[src/rtl/core/rrfb_pkg.sv]
`default_nettype none
// ----------------------------------------------------------------------------
// rrfb_pkg
// Shared types and constants for the rotated-rectangle flatten blend unit.
// ----------------------------------------------------------------------------
package rrfb_pkg;

    localparam int ROT_FRAC    = 14;
    localparam int WEIGHT_FRAC = 16;
    localparam int DIV_W       = 31;               // extent / blend operand width
    localparam int T_W         = WEIGHT_FRAC + 1;  // quotient t in [0, 1.0]
    localparam int DIV_LAT     = T_W;              // one quotient bit per stage
    localparam int CFG_IDX_W   = 3;
    localparam int CFG_DATA_W  = 32;

    localparam logic [16:0] WEIGHT_ONE = 17'd65536;
    localparam logic [15:0] COS_RESET  = 16'sd16384;

    // register indexes
    localparam logic [CFG_IDX_W-1:0] REG_CENTER_X      = 3'd0;
    localparam logic [CFG_IDX_W-1:0] REG_CENTER_Z      = 3'd1;
    localparam logic [CFG_IDX_W-1:0] REG_TARGET_HEIGHT = 3'd2;
    localparam logic [CFG_IDX_W-1:0] REG_HALF_WIDTH    = 3'd3;
    localparam logic [CFG_IDX_W-1:0] REG_HALF_DEPTH    = 3'd4;
    localparam logic [CFG_IDX_W-1:0] REG_BLEND_DIST    = 3'd5;
    localparam logic [CFG_IDX_W-1:0] REG_COS_ROT       = 3'd6;
    localparam logic [CFG_IDX_W-1:0] REG_SIN_ROT       = 3'd7;

    typedef struct packed {
        logic signed [31:0] point_x;
        logic signed [31:0] point_z;
        logic signed [31:0] terrain_height;
    } item_t;

    typedef struct packed {
        logic               applies;
        logic signed [31:0] height_adjust;
        logic [16:0]        falloff_weight;
    } result_t;

    // per-item flags carried alongside the divider
    typedef struct packed {
        logic signed [32:0] diff;
        logic               hard_in;
        logic               outside;
        logic               zero_blend;
    } side_t;

endpackage : rrfb_pkg
`default_nettype wire

[src/rtl/core/rrfb_div.sv]
`default_nettype none
// ----------------------------------------------------------------------------
// rrfb_div
// Pipelined restoring divider: t = (num << 16) / den for num <= den.
// ----------------------------------------------------------------------------
module rrfb_div (
    input  wire logic                       clk,
    input  wire logic [rrfb_pkg::DIV_W-1:0] num,
    input  wire logic [rrfb_pkg::DIV_W-1:0] den,
    output logic      [rrfb_pkg::T_W-1:0]   quo
);
    import rrfb_pkg::*;

    logic [DIV_W-1:0] rem_reg [DIV_LAT];
    logic [DIV_W-1:0] den_reg [DIV_LAT];
    logic [T_W-1:0]   q_reg   [DIV_LAT];

    // integer bit: num == den gives 1.0
    always_ff @(posedge clk)
    begin
        if (num >= den)
        begin
            rem_reg[0] <= num - den;
            q_reg[0]   <= T_W'(1);
        end
        else
        begin
            rem_reg[0] <= num;
            q_reg[0]   <= '0;
        end
        den_reg[0] <= den;
    end

    for (genvar i = 1; i < DIV_LAT; i++)
    begin : g_stage
        logic [DIV_W:0] r2;
        logic           ge;
        assign r2 = {rem_reg[i-1], 1'b0};
        assign ge = r2 >= {1'b0, den_reg[i-1]};
        always_ff @(posedge clk)
        begin
            if (ge)
                rem_reg[i] <= DIV_W'(r2 - {1'b0, den_reg[i-1]});
            else
                rem_reg[i] <= r2[DIV_W-1:0];
            q_reg[i]   <= {q_reg[i-1][T_W-2:0], ge};
            den_reg[i] <= den_reg[i-1];
        end
    end

    assign quo = q_reg[DIV_LAT-1];

endmodule : rrfb_div
`default_nettype wire

[config.mk]
export PLATFORM = sky130hd
export DESIGN_NAME = rrfb_div
export DESIGN_NICKNAME = d
export VERILOG_FILES = /design/src/rtl/core/rrfb_pkg.sv /design/src/rtl/core/rrfb_div.sv
export SDC_FILE = /design/constraint.sdc
export NUM_CORES = 2
export LEC_CHECK = 0
export BUFFER_PORTS_ARGS = -buffer_cell sky130_fd_sc_hd__buf_2
export CAP_MARGIN = 0
export CORE_ASPECT_RATIO = 1.4
export CORE_MARGIN = 2
export CORE_UTILIZATION = 63
export DETAILED_ROUTE_END_ITERATION = 10
export PLACE_DENSITY = 0.87
export SYNTH_ARGS = -nofsm -noshare
export SYNTH_HDL_FRONTEND = slang
export SYNTH_SLANG_ARGS = --single-unit
[constraint.sdc]
create_clock -name clk -period 7.3 [get_ports clk]
set_clock_uncertainty 0.05 [all_clocks]
set_input_delay 0.365 -clock clk [delete_from_list [all_inputs] [get_ports clk]]
set_output_delay 0.365 -clock clk [all_outputs]
set_load 0.05 [all_outputs]
**After elaboration in Yosys (flattened, before gate mapping)**

Memory sizes are Yosys's and may differ from the RTL's.
Index checks and enable logic that the tools add are counted.

- Bits in latches: 0
- Memories kept: 3
- Bits in writable memories: 1343
- Bits of input ports: 63
- ROM bits: 0
- Register bits: 0

- Reductions and logical operators: 0
- $mul: 0
- Div/mod/pow operators: 0
- Mux-type cells: 69
- $add $sub $neg: 17
- Shifts and indexed selects: 0
- Eq/ne operators: 0
- $lt $le $gt $ge: 17
- Bitwise gates (word level): 18

Memories:

| name | depth | bits a word | rd ports | clocked after memory_dff | wr ports | line | RTL |
|---|---|---|---|---|---|---|---|
| den_reg | 17 | 31 | 16 | 0 | 17 | rrfb_div.sv:15 | `logic [DIV_W-1:0] den_reg [DIV_LAT];` |
| rem_reg | 17 | 31 | 16 | 0 | 17 | rrfb_div.sv:14 | `logic [DIV_W-1:0] rem_reg [DIV_LAT];` |
| q_reg | 17 | 17 | 17 | 0 | 17 | rrfb_div.sv:16 | `logic [T_W-1:0] q_reg [DIV_LAT];` |

Operators with widths:

| cell | number |
|---|---|
| $mux W31 | 17 |
| $sub A31 B31 Y31 | 17 |
| $ge A32 B31 Y1 | 16 |
| $mux W1 | 51 |
| $ge A31 B31 Y1 | 1 |
| $or A1 B1 Y1 | 18 |
| $mux W17 | 1 |

**Longest topological paths before layout**

An unclocked memory read counts as a cell.

- Depth in word-level cells: 5
- Depth in mapped cells: 14
- Depth with buffers taken out: 14

**Worst setup path after synthesis**

No wires, ideal clock.

- Path kind: register to register
- From: memory den_reg[2][0], in the netlist den_reg[0][62]
- To: memory rem_reg[3][13]
- Stages on the path, launching flop included: 13
- Setup slack: 4.102 ns
- Required time: 7.129 ns
- Path buffers: 1
- Arrival time: 3.027 ns
- Path through: dfxtp_1 -> inv_1 -> fa_1 -> a21o_1 -> a21oi_2 -> o21bai_1 -> a2111oi_2 -> nor2_1 -> a21oi_1 -> nand2_1 -> a31oi_2 -> buf_2 -> mux2_2

RTL lines:

| element | line |
|---|---|
| from (decl) | rrfb_div.sv:15 |
| to (decl) | rrfb_div.sv:14 |

==> out/results.ini <==
[run_status]
status=completed

[synthesis]
synth_xor_area_share_pct=6.81
yosysSeqAreaShare_pct=41.6
synth_area_leaders=dfxtp_1 (42%), ha_1 (12%), inv_1 (4.5%)
ys_async_sr_fraction_pct=0
synthMuxAreaShare_pct=4.31
synthAdderAreaFrac_pct=12.5
synth_edf_count=0
synthSimpleGateAreaFrac_pct=10.5
synthesis.instances=5972
synth_top_area_share_pct=41.6
synth_compound_area_share_pct=18.9
ys_ff_latch=1145
syn_nets=6577
yosys.area.top_type=dfxtp_1
synth_area_per_cell_sq_um=9.24
syn_area_sq_um=55200
ys_types=86
synth_top_family_by_area=compound AO/OA/AOI/OAI gates
yosys_warnings=0
ys.flop_type=dfxtp_1

[timing]
timing.final.crit_share_pct=60.0
slew-limit-headroom_pct=17.9
worst_pin_slew_ps=1200
rsz0062_at_grt=false
layout_setup_ws_ps=2920
setup_viol=0
finalCriticalPeriod_ps=4380
tns_ps=0
fmax_mhz=228
final_hold_viol_count=0
slew_viol_final=0

[clock_tree]
cts_buffer_depth=3
post_cts_buffers=0
cts-root-buf=clkbuf_16
clkSlewWorstSetupHoldPaths_ps=70
cts-htree-levels=3
cts_sinks=1145
cts_buffers=104
cts_hold_buf=62
clk_latency_ps=700
cts_tree=built
cts-resized-gates=0

[worst_setup_path]
worstPathArrival_ps=4900
crit_path_end_kind=flip-flop
startpoint_type=flip-flop
rr_worst_depth=13
cp_common_cell=a21oi_1
crit_chain=inv_1 -> fa_1 -> a211oi_1 -> nor2_1 -> o31ai_1 -> a21oi_1 -> a21oi_1 -> a21oi_1 -> o21ai_0 -> buf_4 -> nand2_1 -> buf_4 -> mux2_2
cp_slowest_cell=a21oi_1
worstSetupPathType=reg2reg
crit_fanout=29
r2r_end=rem_reg[7][8]
r2r_slack_ps=2920
worstPathRequired_ps=7830
r2r_start=den_reg[0][186]
cp_slowest_stage_delay_ps=510
critPathLaunch=den_reg[0][186]

[floorplan]
rows=128
core_area_sq_um=87000
initial_utilization_pct=63.4
die_h_um=354
dieArea_sq_um=90000
dieWidth_um=254
num_io_pins=80

[min_path]
min_path_type=reg2reg
hold_depth=0
min_from=q_reg[6][8]
worstHoldEndpoint=q_reg[6][26]

[placement]
hpwl_um=94200
place_inst=7111
placed_cell_area_sq_um=56700
place_congestion=0.950
place_ws_ps=3020
io_buffer_count=79

[detailed_routing]
first_iter_violations=1949
route.detailed.drc=0
ant_nets=0
post_drt_wl_per_cell_um=16.8
vias=42500
wl_um=124000
first_pass_iters=5
via_per_inst=5.78

[global_route]
grt_max_degree=59
grt_pass1_wl_um=201000
grt_overflow_total=0
grt_pass1_vias=44600
track_usage_pct=27.2
antenna_found_initial=1

[cells_and_area]
area.sequential_sq_um=22900
nets=6714
multi_input_area_sq_um=29300
fin_area_sq_um=61000
finalNonFillerCells=7367
syn2layout_area_growth_pct=10.5
fillers=6331
drive_gt1_share_pct=8.70

[run]
max_cap_violations=0

[power_and_ir_drop]
p_total_mw=30.8
peakVddDrop_mv=0.278
pwr_density_cell_nw_per_um2=506
p_leak_nw=28.9

## synthesized netlist by cell type (all sizes together), types with 6 or more instances
master,instances
nand4,77
inv,658
and2,29
o31a,17
o21a,68
buf,41
a2111oi,12
nand3,94
nor4,8
xnor2,250
or2,26
a311oi,17
fa,16
mux2i,9
nand2b,42
nor2b,59
a31o,16
o21bai,71
o211ai,18
a21o,286
nor3,48
o311ai,6
mux2,202
o21ai,409
clkbuf,88
nand4b,8
o31ai,31
a41oi,10
dfxtp,1145
a21oi,485
xor2,179
o2111ai,15
nor3b,10
nand2,403
ha,526
a211o,17
a21boi,12
a221oi,17
a31oi,58
and4,18
a311o,6
or3,15
and3,54
nor2,301
a211oi,42
## layout by cell type, fill, tap and decap left out, drive strengths merged, types with 16 or more instances in the layout
master       instances
mux2               202
dfxtp             1145
nand2b              42
dlygate4sd3         62
clkinv              17
and3                54
o31ai               31
xnor2              250
nor2               301
a311oi              17
or2                 26
nor2b               59
nand2              403
o21a                68
nor3                48
and2                29
and4                18
o21bai              71
ha                 526
o21ai              409
xor2               179
a21oi              485
a211oi              42
buf                 98
nand3               94
a31oi               58
a31o                16
clkbuf             152
a21o               286
o211ai              18
fa                  16
o31a                17
inv                662
a221oi              17
a211o               17
nand4               77
## critical path: cells and delay by family (launching register included)
| family | cells | cell delay, ps |
|---|---|---|
| AO/OA/AOI/OAI | 6 | 1740 |
| buffers and inverters | 3 | 750 |
| AND/OR/NAND/NOR | 2 | 580 |
| adder cells (fa/ha/maj) | 1 | 460 |
| flip-flops | 1 | 360 |
| multiplexers | 1 | 300 |
## cell families (layout without fill, tap and decap cells)
logic type	Yosys count	count (layout)
other	0	4
DFF	1145	1145
xor gates and xnor gates	429	429
buffers and inverters	787	1008
AOI/OAI and AO/OA	1648	1648
adders and majority gates	542	542
and+or+nand+nor	1210	1210
muxes	211	211
## through the flow
stage / utilization [%] / hold slack, ps
2_1_floorplan: - / 260
3_3_place_gp: 65.2 / 261
3_5_place_dp: 65.2 / 262
4_1_cts: 70.1 / 235
5_1_grt: 70.1 / 264
6_report: 70.1 / 269
## metal layers
| metal | share of wire [%] | GRT usage [%] |
|---|---|---|
| met1 | 32 | 21.8 |
| met2 | 56 | 56.5 |
| met3 | 2.9 | 3.29 |
| met4 | 8.5 | 21.9 |
| met5 | 0 | 0 |
## where the power goes
group	switching (mW)	internal [mW]	total (mW)
Sequential	1.01	8.37	9.37
Combinational	8.77	6.99	15.8
Clock	2.35	3.33	5.68
## worst max path at each step
stage                     slack [ps]  depth (start not counted)              to
final                           2920                         13   rem_reg[7][8]
after global routing            2670                         13   rem_reg[7][1]
after CTS                       2980                         13   rem_reg[7][1]
after detailed placement        3020                         13   rem_reg[7][5]
after global placement          3060                         13   rem_reg[7][1]
after floorplan                 4100                         12  rem_reg[3][13]
## final cells by class
class | instances | area share, %
repair buffers | 160 | 1.90
inverters | 658 | 4.05
clock inverters | 38 | 1.03
clock buffers | 152 | 4.93
flip-flops and latches | 1145 | 37.6
well taps | 1170 | 2.40
diodes | 4 | 0.0164
multi-input cells | 4040 | 48.1
Note: power is estimated with default switching activity, not from simulation.
